### config.mk
export PLATFORM = sky130hd
export DESIGN_NAME = mq_sqrt_cell
export DESIGN_NICKNAME = d
export VERILOG_FILES = /design/src/hdl/mq_pkg.sv /design/src/hdl/mq_sqrt_cell.sv
export SDC_FILE = /design/constraint.sdc
export NUM_CORES = 1
export LEC_CHECK = 0
export ABC_AREA = 1
export BUFFER_PORTS_ARGS = -buffer_cell sky130_fd_sc_hd__buf_2
export CORE_MARGIN = 2
export CORE_UTILIZATION = 38
export DETAILED_ROUTE_END_ITERATION = 10
export GPL_ROUTABILITY_DRIVEN = 0
export PLACE_DENSITY = 0.68
export SLEW_MARGIN = 40
export SYNTH_ARGS = -nofsm -noshare
export SYNTH_HDL_FRONTEND = slang
export SYNTH_SLANG_ARGS = --single-unit
### constraint.sdc
create_clock -name clock -period 9.5 [get_ports clock]
set_input_delay 1.9 -clock clock [delete_from_list [all_inputs] [get_ports clock]]
set_output_delay 1.9 -clock clock [all_outputs]
set_load 0.01 [all_outputs]
### src/hdl/mq_pkg.sv
// shared widths, payload structs and cell data types for the matrix to quaternion unit
// no dependencies
package mq_pkg;

   localparam int DATA_WIDTH = 16;
   localparam int FRAC_BITS  = 14;

   // magnitude of a sum or difference of two entries
   localparam int MAG_W    = DATA_WIDTH + 1;
   // positive radicand
   localparam int RAD_W    = DATA_WIDTH + 1;
   // square root of radicand scaled by the fraction
   localparam int ROOT_W   = (RAD_W + FRAC_BITS + 1) / 2;
   localparam int SQ_IN_W  = 2 * ROOT_W;
   localparam int SQ_REM_W = ROOT_W + 3;
   // divider numerator, divisor and partial remainder
   localparam int NUM_W    = MAG_W + FRAC_BITS + 1;
   localparam int DIV_W    = ROOT_W + 1;
   localparam int DREM_W   = DIV_W + 1;

   localparam logic signed [DATA_WIDTH-1:0] ONE_Q = DATA_WIDTH'(1 << FRAC_BITS);

   // which component takes r/2
   typedef enum logic [1:0] {PICK_TRACE, PICK_X, PICK_Y, PICK_Z} pick_type;

   typedef struct packed {
      logic signed [DATA_WIDTH-1:0] m00;
      logic signed [DATA_WIDTH-1:0] m01;
      logic signed [DATA_WIDTH-1:0] m02;
      logic signed [DATA_WIDTH-1:0] m10;
      logic signed [DATA_WIDTH-1:0] m11;
      logic signed [DATA_WIDTH-1:0] m12;
      logic signed [DATA_WIDTH-1:0] m20;
      logic signed [DATA_WIDTH-1:0] m21;
      logic signed [DATA_WIDTH-1:0] m22;
   } mq_req_type;

   typedef struct packed {
      logic signed [DATA_WIDTH-1:0] quat_w;
      logic signed [DATA_WIDTH-1:0] quat_x;
      logic signed [DATA_WIDTH-1:0] quat_y;
      logic signed [DATA_WIDTH-1:0] quat_z;
      logic                         degenerate;
   } mq_rsp_type;

   // travels unchanged along both chains
   typedef struct packed {
      logic [2:0]            neg;
      logic [2:0][MAG_W-1:0] mag;
      pick_type              pick;
      logic                  degenerate;
   } side_type;

   typedef struct packed {
      logic [SQ_IN_W-1:0]  rad;
      logic [SQ_REM_W-1:0] rem;
      logic [ROOT_W-1:0]   root;
      side_type            side;
   } sq_type;

   typedef struct packed {
      logic [2:0][NUM_W-1:0]  num;
      logic [2:0][DREM_W-1:0] rem;
      logic [DIV_W-1:0]       divisor;
      logic [ROOT_W-1:0]      root;
      side_type               side;
   } dv_type;

endpackage

### src/hdl/mq_sqrt_cell.sv
// one digit step of the pipelined integer square root
// depends on mq_pkg
module mq_sqrt_cell import mq_pkg::*; (
   input  logic   clock,
   input  logic   reset,
   input  logic   in_valid,
   input  sq_type in_data,
   output logic   in_ready,
   output logic   out_valid,
   output sq_type out_data,
   input  logic   out_ready
);

   logic   valid_ff, valid_in;
   sq_type data_ff, data_in;
   logic [SQ_REM_W-1:0] rem2, trial;

   assign in_ready = !valid_ff || out_ready;

   // bring down two radicand bits and try the next root bit
   always_comb begin
      rem2  = {in_data.rem[SQ_REM_W-3:0], in_data.rad[SQ_IN_W-1 -: 2]};
      trial = SQ_REM_W'({in_data.root, 2'b01});
      data_in      = in_data;
      data_in.rad  = {in_data.rad[SQ_IN_W-3:0], 2'b00};
      if (rem2 >= trial) begin
         data_in.rem  = rem2 - trial;
         data_in.root = {in_data.root[ROOT_W-2:0], 1'b1};
      end else begin
         data_in.rem  = rem2;
         data_in.root = {in_data.root[ROOT_W-2:0], 1'b0};
      end
      valid_in = in_ready ? in_valid : valid_ff;
   end

   always_ff @(posedge clock) begin
      if (reset) begin
         valid_ff <= 1'b0;
      end else begin
         valid_ff <= valid_in;
      end
      if (in_ready && in_valid) begin
         data_ff <= data_in;
      end
   end

   assign out_valid = valid_ff;
   assign out_data  = data_ff;

endmodule

# Yosys cells after proc, flatten, opt, wreduce, memory -nomap -nowiden
# Cells that the tools add are included.
dict set report totals {
  register_bits 123
  out_inout_bits 126
}
dict set report classes {
  add_sub_neg 1
  n_lt_le_gt_ge 1
  muxes 1
  n_reduce_logical 3
}
# cell n
set ops {}
lappend ops {{35-bit 2-to-1 mux} 1}
lappend ops {{19-bit by 18-bit greater-or-equal comparator with 1-bit output} 1}
lappend ops {{19-bit by 18-bit subtractor with 19-bit output} 1}
lappend ops {{1-bit logical AND} 1}
lappend ops {{1-bit logical NOT} 1}
lappend ops {{1-bit logical OR} 1}

# Longest topological paths before layout
dict set report depth {
  ltp_word 3
  mapped_depth 14
  mapped_depth_nobuf 13
}

# Worst setup path before layout
# No wires, ideal clock.
dict set report synth_path {
  kind {input to register}
  start {in in_valid}
  end {reg data_ff (netlist bit out_data[0]) (enable)}
  setup_ns 0.643
  arrival_ns 7.818
  required_time_ns 8.857
  path_slack_ns 1.038
  cell_stages 2
  path_cell_list {inv_1 > a21oi_1}
}
dict set report synth_between {
  elab_chain_len 1
}
# item line_no
set synth_lines {}
lappend synth_lines {{start: declaration} mq_sqrt_cell.sv:6} ;# input logic in_valid,
lappend synth_lines {{1-bit logical AND} mq_sqrt_cell.sv:42} ;# if (in_ready && in_valid) begin
lappend synth_lines {{end signal: assignment} mq_sqrt_cell.sv:43} ;# data_ff <= data_in;
lappend synth_lines {{end: declaration} mq_sqrt_cell.sv:15} ;# sq_type data_ff, data_in;
# Every way passes these cells.
# A chain may end at the register's enable or synchronous reset.

# Worst setup path after layout
dict set report layout_path {
  start {in out_ready}
  end {out in_ready}
}
dict set report layout_between {
  elab_chain_len 1
}
# item line_no
set layout_lines {}
lappend layout_lines {{start: declaration} mq_sqrt_cell.sv:11} ;# input logic out_ready
lappend layout_lines {{1-bit logical OR} mq_sqrt_cell.sv:18} ;# assign in_ready = !valid_ff || out_ready;
lappend layout_lines {{end: declaration} mq_sqrt_cell.sv:8} ;# output logic in_ready,
# Every way passes these cells.

==> impl_metrics.json <==
{
  "drive_gt1_frac": 0.407,
  "ir_drop_mv": 0.114,
  "dpl.hpwl_mm": 10.7,
  "worstHoldPathType": "reg -> reg",
  "wl_per_cell_um": 15.5,
  "synthCells": 443,
  "maxCapViolations": 0,
  "grt_pass1_vias": 4042,
  "hold_viol": 0,
  "cts_max_level": 4,
  "synth_edf_count": 122,
  "root_buffer": "clkbuf_16",
  "ys_async_sr_fraction": 0,
  "route.detailed.drc": 0,
  "finClkSkew_ns": 0.0109,
  "ctsLongestPathBuffers": 2,
  "dp_cells": 866,
  "worstPathCellList": "buf_2 -> inv_1 -> nand2_1 -> buf_2",
  "yosysWarnings": 0,
  "numCtsBuffers": 17,
  "cts_resized": 0,
  "cp-end-kind": "output pin",
  "cts_sinks": 123,
  "synthFlopType": "edfxtp_1",
  "drtPass1Iterations": 4,
  "finalSetupTns_ns": 0,
  "core-area_mm2": 0.0133,
  "placed_cell_area_mm2": 0.00666,
  "netlist_top_cells_count": "144 x nand2_1, 122 x edfxtp_1, 57 x inv_1, 28 x nor2_1, 20 x nand3_1",
  "fp.dieH_um": 121,
  "post-route-min-period_ns": 4.21,
  "dieArea_mm2": 0.0146,
  "gr-usage-all-layers": 0.186,
  "clkTransAtPathRegs_ns": 0.05,
  "p_per_area_mw_per_mm2": 211,
  "syn2layout_area_growth_pct": 40.3,
  "power.leakage_nw": 3.49,
  "critical_path_arrival_ns": 2.31,
  "wl_mm": 13.9,
  "synth-seq-cells": 123,
  "worst_pin_slew_ns": 0.772,
  "grt_overflow": 0,
  "routed_via_density": 4.54,
  "crit_type": "in -> out",
  "rsz0062_at_grt": "false",
  "hold_buffers": 0,
  "grt_max_degree": 55,
  "rows": 42,
  "finalSetupViolCount": 0,
  "grt_pass1_wl_mm": 20.5,
  "period_share": 0.443,
  "slew_headroom": 0.484,
  "synthTopCellsByArea": "edfxtp_1 70%, nand2_1 10%, ha_1 4.3%",
  "yosysTopAreaCell": "edfxtp_1",
  "n_antenna_cell": 0,
  "drtIter0Drc": 220,
  "clkLatencyLatePin_ns": 0.41,
  "synthDistinctLibCells": 22,
  "design_area_mm2": 0.00729,
  "initial_utilization": 0.391,
  "setup_ws_ns": 5.29,
  "fill_cells": 1162,
  "dieWidth_um": 121,
  "fin_cells": 898,
  "status": "finished, final reports clean",
  "synth_area_mm2": 0.00520,
  "maxSlewViolCount": 0,
  "crit_required_ns": 7.60,
  "yosysTopAreaCellShare": 0.705,
  "multi_input_area_mm2": 0.00124,
  "cp_common_cell": "buf_2",
  "tritoncts": "yes",
  "register_area_mm2": 0.00368,
  "port_buffers": 249,
  "worst_path_max_delay_cell": "buf_2",
  "avgSynthCellArea_um2": 11.7,
  "grt_antenna_before_repair": 0,
  "critical_path_peak_fanout": 2,
  "ys_seq_area_frac": 0.708,
  "nets": 855,
  "pre_cts_ws_ns": 5.10,
  "worst_path_largest_cell_delay_ns": 0.14,
  "startpoint_type": "input port",
  "drtAntennaViolNets": 0,
  "via_count": 4074,
  "post-synth-top-count-cell": "nand2_1",
  "cts_setup_buffers": 0,
  "holdWs_ns": 0.527,
  "io_pins": 254,
  "fmax_mhz": 237
}
[cells by family after synthesis]
kind of cell             Yosys count  synth area share
AND/OR/NAND/NOR                  201             0.156
flip-flops                       123             0.708
buffers and inverters             71            0.0556
AO/OA/AOI/OAI                     20            0.0209
adder cells (fa/ha/maj)           18            0.0433
XOR/XNOR                           9            0.0152
other                              1          0.000721
[sequential cells by signal, summed over array words and instances (netlist names)]
name	count
out_valid	1
out_data	122
[stage by stage]
step / util / power, mW
finish: 0.549 / 1.54
global route: 0.549 / 1.60
CTS: 0.549 / 1.55
detailed placement: 0.501 / 0.857
global placement: 0.501 / 0.853
floorplan: - / 0.777
[critical path: cells and delay by family]
| family | cells | cell delay, ns |
|---|---|---|
| AND/OR/NAND/NOR | 1 | 0.08 |
| buffers and inverters | 3 | 0.34 |
[cell usage in the layout, fill, tap and decap left out]
cell type | netlist | routed
nor3_1 | 2 | 2
nand3_1 | 20 | 20
nand3b_1 | 4 | 4
o21ai_1 | 2 | 2
o21bai_1 | 2 | 2
xnor2_1 | 2 | 2
clkinvlp_4 | 0 | 2
o21ai_0 | 2 | 2
conb_1 | 1 | 2
inv_8 | 0 | 2
clkbuf_1 | 0 | 1
clkbuf_16 | 0 | 17
bufinv_16 | 0 | 4
inv_6 | 0 | 4
inv_1 | 57 | 57
nand4_2 | 1 | 1
ha_1 | 18 | 18
a21oi_4 | 0 | 1
inv_2 | 9 | 9
clkinv_4 | 0 | 2
xor2_1 | 7 | 7
nand2_1 | 144 | 144
dfxtp_1 | 1 | 1
a21oi_2 | 1 | 1
nor2_1 | 28 | 28
nand4_1 | 2 | 2
buf_4 | 4 | 2
buf_2 | 0 | 249
a21oi_1 | 13 | 12
edfxtp_1 | 122 | 122
[layer usage]
| layer | wire length [um] | track usage | vias up |
|---|---|---|---|
| met3 | 1020 | 0.0517 | 20 |
| met2 | 7480 | 0.351 | 169 |
| li1 | - | - | 2001 |
| met4 | 284 | 0.0727 | 0 |
| met1 | 5130 | 0.193 | 1884 |
| met5 | 0 | 0 | - |
[layout make-up]
class	instances	area share
Tap cell	176	0.0302
Multi-Input combinational cell	250	0.170
Clock buffer	18	0.0588
Clock inverter	14	0.0288
Sequential cell	123	0.505
Inverter	66	0.0340
Timing Repair Buffer	251	0.173
[where the power goes]
group | switching [mW] | leakage [nW] | internal, mW | total [mW]
combinational | 0.118 | 1.99 | 0.0740 | 0.192
sequential | 0.00843 | 1.19 | 0.644 | 0.652
clock | 0.247 | 0.306 | 0.447 | 0.694
total | 0.373 | 3.49 | 1.16 | 1.54
[path summary, 6_finish.rpt]
check	cells after the start	slack [ns]	start	to
min	2	0.53	out_valid	out_valid
max reg2reg	3	6.83	out_valid	out_data[97]
max	4	5.29	out_ready	in_ready
min reg2reg	2	0.53	out_valid	out_valid
(Power assumes the default switching activity.)
