### src/hdl/mq_pkg.sv
// shared widths, payload structs and cell data types for the matrix to quaternion unit
// no dependencies
package mq_pkg;

   localparam int DATA_WIDTH = 16;
   localparam int FRAC_BITS  = 14;

   // magnitude of a sum or difference of two entries
   localparam int MAG_W    = DATA_WIDTH + 1;
   // positive radicand
   localparam int RAD_W    = DATA_WIDTH + 1;
   // square root of radicand scaled by the fraction
   localparam int ROOT_W   = (RAD_W + FRAC_BITS + 1) / 2;
   localparam int SQ_IN_W  = 2 * ROOT_W;
   localparam int SQ_REM_W = ROOT_W + 3;
   // divider numerator, divisor and partial remainder
   localparam int NUM_W    = MAG_W + FRAC_BITS + 1;
   localparam int DIV_W    = ROOT_W + 1;
   localparam int DREM_W   = DIV_W + 1;

   localparam logic signed [DATA_WIDTH-1:0] ONE_Q = DATA_WIDTH'(1 << FRAC_BITS);

   // which component takes r/2
   typedef enum logic [1:0] {PICK_TRACE, PICK_X, PICK_Y, PICK_Z} pick_type;

   typedef struct packed {
      logic signed [DATA_WIDTH-1:0] m00;
      logic signed [DATA_WIDTH-1:0] m01;
      logic signed [DATA_WIDTH-1:0] m02;
      logic signed [DATA_WIDTH-1:0] m10;
      logic signed [DATA_WIDTH-1:0] m11;
      logic signed [DATA_WIDTH-1:0] m12;
      logic signed [DATA_WIDTH-1:0] m20;
      logic signed [DATA_WIDTH-1:0] m21;
      logic signed [DATA_WIDTH-1:0] m22;
   } mq_req_type;

   typedef struct packed {
      logic signed [DATA_WIDTH-1:0] quat_w;
      logic signed [DATA_WIDTH-1:0] quat_x;
      logic signed [DATA_WIDTH-1:0] quat_y;
      logic signed [DATA_WIDTH-1:0] quat_z;
      logic                         degenerate;
   } mq_rsp_type;

   // travels unchanged along both chains
   typedef struct packed {
      logic [2:0]            neg;
      logic [2:0][MAG_W-1:0] mag;
      pick_type              pick;
      logic                  degenerate;
   } side_type;

   typedef struct packed {
      logic [SQ_IN_W-1:0]  rad;
      logic [SQ_REM_W-1:0] rem;
      logic [ROOT_W-1:0]   root;
      side_type            side;
   } sq_type;

   typedef struct packed {
      logic [2:0][NUM_W-1:0]  num;
      logic [2:0][DREM_W-1:0] rem;
      logic [DIV_W-1:0]       divisor;
      logic [ROOT_W-1:0]      root;
      side_type               side;
   } dv_type;

endpackage

### src/hdl/mq_div_cell.sv
// one quotient bit of the three pipelined dividers
// depends on mq_pkg
module mq_div_cell import mq_pkg::*; (
   input  logic   clock,
   input  logic   reset,
   input  logic   in_valid,
   input  dv_type in_data,
   output logic   in_ready,
   output logic   out_valid,
   output dv_type out_data,
   input  logic   out_ready
);

   logic   valid_ff, valid_in;
   dv_type data_ff, data_in;
   logic [DREM_W-1:0] rem2;
   logic [DREM_W-1:0] div_ext;

   assign in_ready = !valid_ff || out_ready;

   // restoring step per lane, quotient bits shift in behind the numerator
   always_comb begin
      data_in = in_data;
      div_ext = DREM_W'(in_data.divisor);
      rem2    = '0;
      for (int l = 0; l < 3; l++) begin
         rem2 = {in_data.rem[l][DREM_W-2:0], in_data.num[l][NUM_W-1]};
         if (rem2 >= div_ext) begin
            data_in.rem[l] = rem2 - div_ext;
            data_in.num[l] = {in_data.num[l][NUM_W-2:0], 1'b1};
         end else begin
            data_in.rem[l] = rem2;
            data_in.num[l] = {in_data.num[l][NUM_W-2:0], 1'b0};
         end
      end
      valid_in = in_ready ? in_valid : valid_ff;
   end

   always_ff @(posedge clock) begin
      if (reset) begin
         valid_ff <= 1'b0;
      end else begin
         valid_ff <= valid_in;
      end
      if (in_ready && in_valid) begin
         data_ff <= data_in;
      end
   end

   assign out_valid = valid_ff;
   assign out_data  = data_ff;

endmodule

### config.mk
export PLATFORM = sky130hd
export DESIGN_NAME = mq_div_cell
export DESIGN_NICKNAME = d
export VERILOG_FILES = /design/src/hdl/mq_pkg.sv /design/src/hdl/mq_div_cell.sv
export SDC_FILE = /design/constraint.sdc
export NUM_CORES = 1
export LEC_CHECK = 0
export ABC_AREA = 1
export BUFFER_PORTS_ARGS = -buffer_cell sky130_fd_sc_hd__buf_4
export CAP_MARGIN = 40
export CORE_AREA = 10 10 180 182
export CTS_CLUSTER_DIAMETER = 200
export DETAILED_ROUTE_END_ITERATION = 8
export DIE_AREA = 0 0 190 192
export MAX_ROUTING_LAYER = met4
export PLACE_DENSITY = 0.7
export SLEW_MARGIN = 20
export SYNTH_ARGS = -nofsm -noshare
export SYNTH_HDL_FRONTEND = slang
export SYNTH_SLANG_ARGS = --single-unit
export TNS_END_PERCENT = 5
### constraint.sdc
create_clock -name clock -period 21.2 [get_ports clock]
set_input_delay 1.06 -clock clock [delete_from_list [all_inputs] [get_ports clock]]
set_output_delay 1.06 -clock clock [all_outputs]
set_load 0.005 [all_outputs]
After elaboration in Yosys (flattened, before gate mapping):

Index checks and enable logic that the tools add are counted.
W data, S select, Z words.

* register bits after elaboration: 241
* input bits: 244
* output and inout port bits: 242
* logic and storage cells: 30

* add/subtract/negate cells: 3
* $lt $le $gt $ge: 3
* mux-type cells: 6
* reduce and logical (&&, ||, !) cells: 3

Operators by type and width (number)
* $ge A18 B17 Y1: 3
* $mux W18: 3
* $sub A18 B17 Y18: 3
* $mux W1: 3
* $logic_and A1 B1 Y1: 1
* $logic_not A1 Y1: 1
* $logic_or A1 B1 Y1: 1

Logic depth before layout (Yosys ltp):

Gate-level depths: netlist (run 1).

* depth in word-level cells: 3
* gate-level depth with buffers: 14
* depth with buffers taken out: 14

Worst setup path after synthesis (run 1):

OpenSTA, ideal clock, no wires.

* path kind: input -> register
* start point: input in_valid
* end point: register data_ff, in the netlist out_data[0] (enable)
* setup time: 0.919 ns
* arrival time: 12.614 ns
* data required time: 20.281 ns
* slack: 7.667 ns
* cell stages on the path: 2
* buffers on the path: 0
* cells stage by stage: inv_1 > a21oi_1

* longest elaborated chain between the ends: 1

RTL lines
* from (decl): RTL line mq_div_cell.sv:6 `input logic in_valid,`
* $logic_and A1 B1 Y1: RTL line mq_div_cell.sv:45 `if (in_ready && in_valid) begin`
* to (signal assigned): RTL line mq_div_cell.sv:46 `data_ff <= data_in;`
* to (decl): RTL line mq_div_cell.sv:15 `dv_type data_ff, data_in;`

Every way passes these cells.
A chain may end at the register's enable or synchronous reset.

Worst setup path in the final report (run 1):

* start point: input out_ready
* end point: register data_ff, in the netlist out_data[102] (enable)

* longest elaborated chain between the ends: 2

RTL lines
* from (decl): RTL line mq_div_cell.sv:11 `input logic out_ready`
* $logic_or A1 B1 Y1: RTL line mq_div_cell.sv:19 `assign in_ready = !valid_ff || out_ready;`
* $logic_and A1 B1 Y1: RTL line mq_div_cell.sv:45

Every way passes these cells.

==> summary.md, run 1 <==
| Metric | Value |
|---|---|
| Fin crit share | 0.149 |
| Unique cell type count in the Yosys netlist | 31 |
| Chip Height | ~190 um |
| I/O pins | about 500 |
| Sum of negative setup slack | 0 ps |
| DRC violation total after the first TritonRoute iteration | around 610 |
| Highest-count cells in the layout ignoring fill and taps | 485 x sky130_fd_sc_hd__buf_4, 479 x sky130_fd_sc_hd__nand2_1, 240 x sky130_fd_sc_hd__edfxtp_1 |
| Worst Setup Path Type | input pin to flip-flop |
| Maximum clock frequency | 316 MHz |
| Number of nets with antenna violations after detailed routing | 0 |
| Setup Skew | 16.8 ps |
| Routed wire length per instance | about 21 um |
| Cell-internal power | 0.000928 W |
| Via density per instance | about 4.7 |
| Vias in the first global route | roughly 9,700 |
| Worst path arrival time | 3380 ps |
| Max-cap check violation count | 0 |
| Number of setup buffers added after CTS | 0 |
| Insertion delay of the later-clocked pin in the worst-skew pair | 530 ps |
| Dpl cells | 2,049 |
| Yosys warnings | 0 |
| Proportion of layout cells with a drive suffix above 1 | 0.349 |
| Critical path's top delay family | buffers and inverters |
| Switching power as a share of total power | 0.268 |
| Wire length of the first global-routing pass | just over 60,000 um |
| Final Hold Fails | 0 |
| Number of buffers added on ports | 482 |
| Yosys top cell by area | sky130_fd_sc_hd__edfxtp_1 |
| Net switching power | 0.000340 W |
| Half-perimeter wire length of the detailed placement result | 37,100 um |
| Nets@finish | between 1,500 and 2,000 |
| Path type of the worst min-delay path | flip-flop to flip-flop |
| Maximum cell stage delay along the critical path | 550 ps |
| Chip Width | 190 um |
| Net Count, Synth | approximately 1,500 |
| Minimum clock period after layout | ~3200 ps |
| Relative contribution of sequential cells to total power | 0.456 |
| Count of cells resized by post-cts repair | 0 |
| Max rail drop VDD | about 0.000065 V |
| Reg clk slew, reported paths | 60 ps |
| Status | complete, no violations |
| Cell area after technology mapping | approximately 12,000 um^2 |
| Critical path buffer and inverter count | 6 |
| Slew at the pin closest to its max-slew limit | between 600 and 700 ps |
| Combinational fraction of design power | 0.199 |
| Slowest cell on the critical path | sky130_fd_sc_hd__buf_4 |
| Largest net degree at the start of global routing | 57 |
| Core region area | approximately 29,000 um^2 |
| Routability congestion estimate from global placement | a little under 1 |
| Root buffer cell | sky130_fd_sc_hd__clkbuf_16 |
| Total leakage power | around 8.3 nW |
| Cell count after synthesis | roughly 1,200 |
| Number of antenna violations at the first check in global routing | 13 |
| Total vias in the final route | ~10,000 |
| Length of the first detailed-routing pass in iterations | 5 |
| Total count of max-transition violations in the final report | 0 |
| TritonCTS clock tree | built |
| Wirelength, routed | between 40,000 and 50,000 um |
| Unrepaired setup endpoints after global routing | no |
| Kind of start point of the critical path | input pin |
| Total DRC errors in the routed layout | 0 |
| Area growth from synthesis to layout | 42.0% |
| Total of flip-flops plus latches after synthesis | approximately 240 |
| Critical path required time | about 21,000 ps |
| Most common cell after layout, fill and taps aside | sky130_fd_sc_hd__buf_4 |
| Ordered list of cells on the worst path | buf_4 -> inv_1 -> a21oi_4 -> buf_16 -> buf_4 -> buf_4 -> buf_12 |
| Power density of the placed cells | between 70 and 80 nW/um^2 |
| Initial core utilization | 0.413 |
| Area enclosed by the die boundary | approximately 36,000 um^2 |
| CTS hold repair buffers | 0 |
| Maximum clock insertion buffer count | 3 |
| Final Instance Count excl. Fillers | 2,108 |
| Total GRT Usage | 0.238 |
| Number of sinks driven by the clock tree | approximately 240 |
| Register area share after synthesis | 0.611 |
| Power share of the clock group | 0.345 |
| Cell seen most often among critical-path stages | sky130_fd_sc_hd__buf_4 |
| Setup violation total in the final timing report | 0 |
| Finished Core Util | 0.587 |
| H-Tree Level Count | 1 |
| GRT Residual Overflow | 0 |
| CTS buffer count | 27 |
| Average footprint of a synthesized cell | 10.0 um^2 |
| Top post-synthesis cells by area | sky130_fd_sc_hd__edfxtp_1 61%, sky130_fd_sc_hd__nand2_1 15%, sky130_fd_sc_hd__inv_1 5.6% |
| Slew Limit Headroom | 0.555 |
| # rows | between 60 and 70 |
| Endpoint class of the critical path | flip-flop |
| Yosys top cell area share | 0.609 |
| Largest fanout on the critical path | 51 |
## stage by stage
| stage | area [um^2] | hold slack, ps | setup WS, ps | total power [W] |
|---|---|---|---|---|
| floorplan | 11800 | 507 | 7670 | 0.000721 |
| global placement | 15900 | 524 | 17070 | 0.000837 |
| detailed placement | 16000 | 545 | 17460 | 0.000843 |
| CTS | 16800 | 585 | 18020 | 0.00128 |
| global route | 16800 | 627 | 17900 | 0.00133 |
| finish | 16800 | 589 | 18030 | 0.00127 |
## metal layers
layer | vias to the layer above | part of all wire | track usage
met4 | 0 | 0.032 | 0.0733
met2 | 355 | 0.50 | 0.406
met3 | 69 | 0.089 | 0.0769
met1 | 4576 | 0.38 | 0.261
met5 | - | 0 | -
li1 | 4850 | - | -
## final timing paths
check | end | startpoint | cells past startpoint | slack (ps)
min | out_valid | out_valid | 2 | 590
min reg2reg | out_valid | out_valid | 2 | 590
max | out_data[102] | out_ready | 7 | 18030
max reg2reg | out_data[102] | out_valid | 5 | 18340
## cell type report
type | count | area (um^2)
antenna | 11 | 27.5
clock buffer | 30 | 687
clock inverter | 18 | 129
fill | 2542 | 11800
inverter | 193 | 724
multi-input combinational | 743 | 3810
sequential | 241 | 7230
tap | 384 | 480
timing repair buffer | 488 | 3720
## worst min-delay path: stages (launching register included)
cell and delay, ps:
sky130_fd_sc_hd__dfxtp_1 350, sky130_fd_sc_hd__nand2_1 120, sky130_fd_sc_hd__a21oi_1 80
## registers in the layout, summed over array words and instances, names as in the netlist
name / count
out_data: 240
out_valid: 1
## cells in the mapped netlist
| master | number |
|---|---|
| sky130_fd_sc_hd__a21oi_1 | 25 |
| sky130_fd_sc_hd__nand4_1 | 8 |
| sky130_fd_sc_hd__nor3_1 | 6 |
| sky130_fd_sc_hd__buf_6 | 4 |
| sky130_fd_sc_hd__fa_1 | 3 |
| sky130_fd_sc_hd__nand3_4 | 1 |
| sky130_fd_sc_hd__buf_12 | 1 |
| sky130_fd_sc_hd__nor2_1 | 45 |
| sky130_fd_sc_hd__nand2_1 | 479 |
| sky130_fd_sc_hd__nand3_2 | 3 |
| sky130_fd_sc_hd__nand2_4 | 2 |
| sky130_fd_sc_hd__nor2_4 | 6 |
| sky130_fd_sc_hd__nand4_4 | 2 |
| sky130_fd_sc_hd__o21ai_0 | 2 |
| sky130_fd_sc_hd__a21oi_2 | 4 |
| sky130_fd_sc_hd__nor2_2 | 4 |
| sky130_fd_sc_hd__edfxtp_1 | 240 |
| sky130_fd_sc_hd__inv_2 | 14 |
| sky130_fd_sc_hd__nand2_2 | 25 |
| sky130_fd_sc_hd__buf_8 | 1 |
| sky130_fd_sc_hd__xnor2_1 | 4 |
| sky130_fd_sc_hd__dfxtp_1 | 1 |
| sky130_fd_sc_hd__or2_2 | 3 |
| sky130_fd_sc_hd__xor2_1 | 17 |
| sky130_fd_sc_hd__a21oi_4 | 3 |
| sky130_fd_sc_hd__nand4_2 | 2 |
| sky130_fd_sc_hd__ha_1 | 51 |
| sky130_fd_sc_hd__and2_4 | 1 |
| sky130_fd_sc_hd__nand3_1 | 47 |
| sky130_fd_sc_hd__inv_1 | 177 |
| sky130_fd_sc_hd__clkinv_1 | 2 |
## power groups by stage
stage / clock (W) / sequential, W / combinational [W]
4_1_cts: 0.000447 / 0.000579 / 0.000256
3_3_place_gp: 0 / 0.000588 / 0.000250
3_5_place_dp: 0 / 0.000588 / 0.000255
2_1_floorplan: 0 / 0.000605 / 0.000116
5_1_grt: 0.000467 / 0.000581 / 0.000279
6_report: 0.000438 / 0.000579 / 0.000252
## cells by family (layout without fill, tap and decap cells)
| kind of cell | count (synthesis) | in the layout | share of synthesized area |
|---|---|---|---|
| compound gates | 34 | 34 | 0.0185 |
| simple gates | 634 | 634 | 0.228 |
| other cells | 0 | 11 | 0 |
| flops | 241 | 241 | 0.611 |
| xor+xnor | 21 | 21 | 0.0155 |
| fa+ha+maj | 54 | 54 | 0.0590 |
| buf+inv | 199 | 729 | 0.0680 |
(Power assumes the default switching activity.)
==> inputs of run 2 (changes only) <==
--- a/config.mk
+++ b/config.mk
@@ -13,7 +13,7 @@
 export DETAILED_ROUTE_END_ITERATION = 8
 export DIE_AREA = 0 0 190 192
 export MAX_ROUTING_LAYER = met4
-export PLACE_DENSITY = 0.7
+export PLACE_DENSITY = 0.73
 export SLEW_MARGIN = 20
 export SYNTH_ARGS = -nofsm -noshare
 export SYNTH_HDL_FRONTEND = slang
==> constraint.sdc (replaced) <==
create_clock -name clock -period 2.7 [get_ports clock]
set_input_delay 0.135 -clock clock [delete_from_list [all_inputs] [get_ports clock]]
set_output_delay 0.135 -clock clock [all_outputs]
set_load 0.005 [all_outputs]
==> run 2 against run 1 <==
Clock skew shrank 8.7 ps; cell area grew 14%; wire length grew 13%; hold slack lost 500 ps; worst setup slack lost 18000 ps; sequential share of layout area shrank 5.4 points; cell count grew 11%; die area is the same; non-clock buffer count grew 241; critical path type unchanged; largest power group unchanged.
==> summary.md, run 2 (synthesis results as in run 1) <==
| Metric | Value |
|---|---|
| Wire length of the first global-routing pass | between 70,000 and 80,000 um |
| Core region area | between 20,000 and 30,000 um^2 |
| Area enclosed by the die boundary | 36,500 um^2 |
| Number of setup buffers added after CTS | 0 |
| Combinational fraction of design power | 0.227 |
| Worst Setup Path Type | input pin to flip-flop |
| Worst path arrival time | between 2000 and 3000 ps |
| Number of nets with antenna violations after detailed routing | 0 |
| Critical path required time | approximately 3000 ps |
| Highest-count cells in the layout ignoring fill and taps | 485 x sky130_fd_sc_hd__buf_4, 479 x sky130_fd_sc_hd__nand2_1, 240 x sky130_fd_sc_hd__edfxtp_1 |
| Number of sinks driven by the clock tree | 241 |
| Power density of the placed cells | 537 nW/um^2 |
| Total leakage power | 9.28 nW |
| Count of cells resized by post-cts repair | 0 |
| Critical Path Start | in_data[74] |
| Chip Width | between 150 and 200 um |
| DRC violation total after the first TritonRoute iteration | 688 |
| Maximum clock insertion buffer count | 3 |
| Insertion delay of the later-clocked pin in the worst-skew pair | 530 ps |
| Endpoint class of the critical path | flip-flop |
| Routed wire length per instance | approximately 22 um |
| Area growth from synthesis to layout | 62.2% |
| Dpl cells | a little over 2,000 |
| Largest net degree at the start of global routing | between 60 and 70 |
| Root buffer cell | sky130_fd_sc_hd__clkbuf_16 |
| Path type of the worst min-delay path | input pin to flip-flop |
| Number of flip-flops under the largest register name | 240 |
| Vias in the first global route | between 10,000 and 15,000 |
| Slew Limit Headroom | 0.652 |
| Unrepaired setup endpoints after global routing | no |
| CTS buffer count | 26 |
| Net switching power | 0.00279 W |
| Worst reg2reg path startpoint | out_valid |
| Finished Core Util | 0.670 |
| Final-layout fill cell count | approximately 2,200 |
| Switching power as a share of total power | 0.271 |
| Total DRC errors in the routed layout | 0 |
| Setup violation total in the final timing report | 0 |
| Chip Height | 192 um |
| Relative contribution of sequential cells to total power | 0.443 |
| Hold Crit Start | in_valid |
| Kind of start point of the critical path | input pin |
| Final Hold Fails | 0 |
| Sum of negative setup slack | 0 ps |
| # rows | just over 60 |
| Initial core utilization | 0.413 |
| Most common cell after layout, fill and taps aside | sky130_fd_sc_hd__buf_4 |
| Cell-internal power | between 0.007 and 0.008 W |
| GRT Residual Overflow | 0 |
| Power share of the clock group | 0.330 |
| Setup Skew | between 8 and 9 ps |
| Wirelength, routed | 50,600 um |
| Number of antenna violations at the first check in global routing | 8 |
| Final Instance Count excl. Fillers | ~2,300 |
| Total GRT Usage | 0.274 |
| Fin crit share | 0.843 |
| H-Tree Level Count | 1 |
| I/O pins | 486 |
| Minimum hold slack | ~91 ps |
| Routability congestion estimate from global placement | around 0.96 |
| Half-perimeter wire length of the detailed placement result | between 30,000 and 40,000 um |
| Maximum clock frequency | about 440 MHz |
| Via density per instance | 4.71 |
| Status | complete, no violations |
| Total vias in the final route | about 11,000 |
| Largest fanout on the critical path | 6 |
| Max rail drop VDD | 0.000449 V |
| Proportion of layout cells with a drive suffix above 1 | 0.306 |
| Length of the first detailed-routing pass in iterations | 5 |
| Slew at the pin closest to its max-slew limit | between 500 and 600 ps |
| Total count of max-transition violations in the final report | 0 |
| TritonCTS clock tree | built |
| Reg clk slew, reported paths | around 70 ps |
| Nets@finish | 2,232 |
| Minimum clock period after layout | approximately 2300 ps |
| Number of buffers added on ports | roughly 480 |
| Max-cap check violation count | 0 |
run 2: cell types whose count changed in the layout (fill, tap and decap cells not counted), sizes merged:
cell / delta
clkinv: -5
buf: +2
clkbuf: +4
inv: -2
dlygate4sd3: +239
run 2: final cells by class:
class / count / area, um^2 / area share
clock inverter: 11 / 86.3 / 0.00450
timing repair buffer: 729 / 6130 / 0.320
clock buffer: 34 / 702 / 0.0366
sequential: 241 / 7230 / 0.377
multi-input combinational: 743 / 3810 / 0.198
tap: 384 / 480 / 0.0250
antenna: 11 / 27.5 / 0.00143
inverter: 193 / 724 / 0.0377
run 2: what timing repair did:
action / in CTS / in global routing
setup endpoints to repair: 0 / 0
endpoints found under the hold margin: 238 / 0
hold buffers: 239 / 0
run 2: power groups by stage:
| stage | sequential (W) | combinational (W) | clock (W) |
|---|---|---|---|
| 2_1_floorplan | 0.00468 | 0.000915 | 0 |
| 3_3_place_gp | 0.00462 | 0.00197 | 0 |
| 3_5_place_dp | 0.00462 | 0.00200 | 0 |
| 4_1_cts | 0.00455 | 0.00232 | 0.00345 |
| 5_1_grt | 0.00458 | 0.00255 | 0.00362 |
| 6_report | 0.00457 | 0.00233 | 0.00340 |
run 2: path summary, 6_finish.rpt:
| kind | end | slack, ps | cells after the start |
|---|---|---|---|
| worst max-delay path | out_data[105] | 420 | 13 |
| worst min-delay path | out_data[193] | 90 | 3 |
| worst max register to register | out_data[0] | 1050 | 2 |
| worst min register to register | out_data[193] | 680 | 1 |
run 2: metrics by stage:
stage               total power [W]  cell area, um^2  setup WS [ps]
finish                       0.0103            19200            424
global route                 0.0108            19200            228
CTS                          0.0103            19200            439
detailed placement          0.00662            16000            449
global placement            0.00659            16000            448
floorplan                   0.00559            11800          -2010
run 2: worst max-delay path, stage by stage:
cell and delay (ps):
sky130_fd_sc_hd__dlygate4sd3_1 570, sky130_fd_sc_hd__buf_4 140, sky130_fd_sc_hd__inv_1 380, sky130_fd_sc_hd__ha_1 270
sky130_fd_sc_hd__nand2_1 60, sky130_fd_sc_hd__nor2_1 90, sky130_fd_sc_hd__nor2_1 80, sky130_fd_sc_hd__o21ai_0 430
sky130_fd_sc_hd__nand2_1 150, sky130_fd_sc_hd__nand3_1 110, sky130_fd_sc_hd__nand2_1 50, sky130_fd_sc_hd__nand2_1 50
sky130_fd_sc_hd__nand2_1 50
run 2: layer usage:
layer | part of all wire | global-route usage | vias up
li1 | - | - | 5331
met1 | 0.38 | 0.303 | 5114
met2 | 0.50 | 0.462 | 488
met3 | 0.070 | 0.0600 | 114
met4 | 0.052 | 0.136 | 0
met5 | 0 | - | -
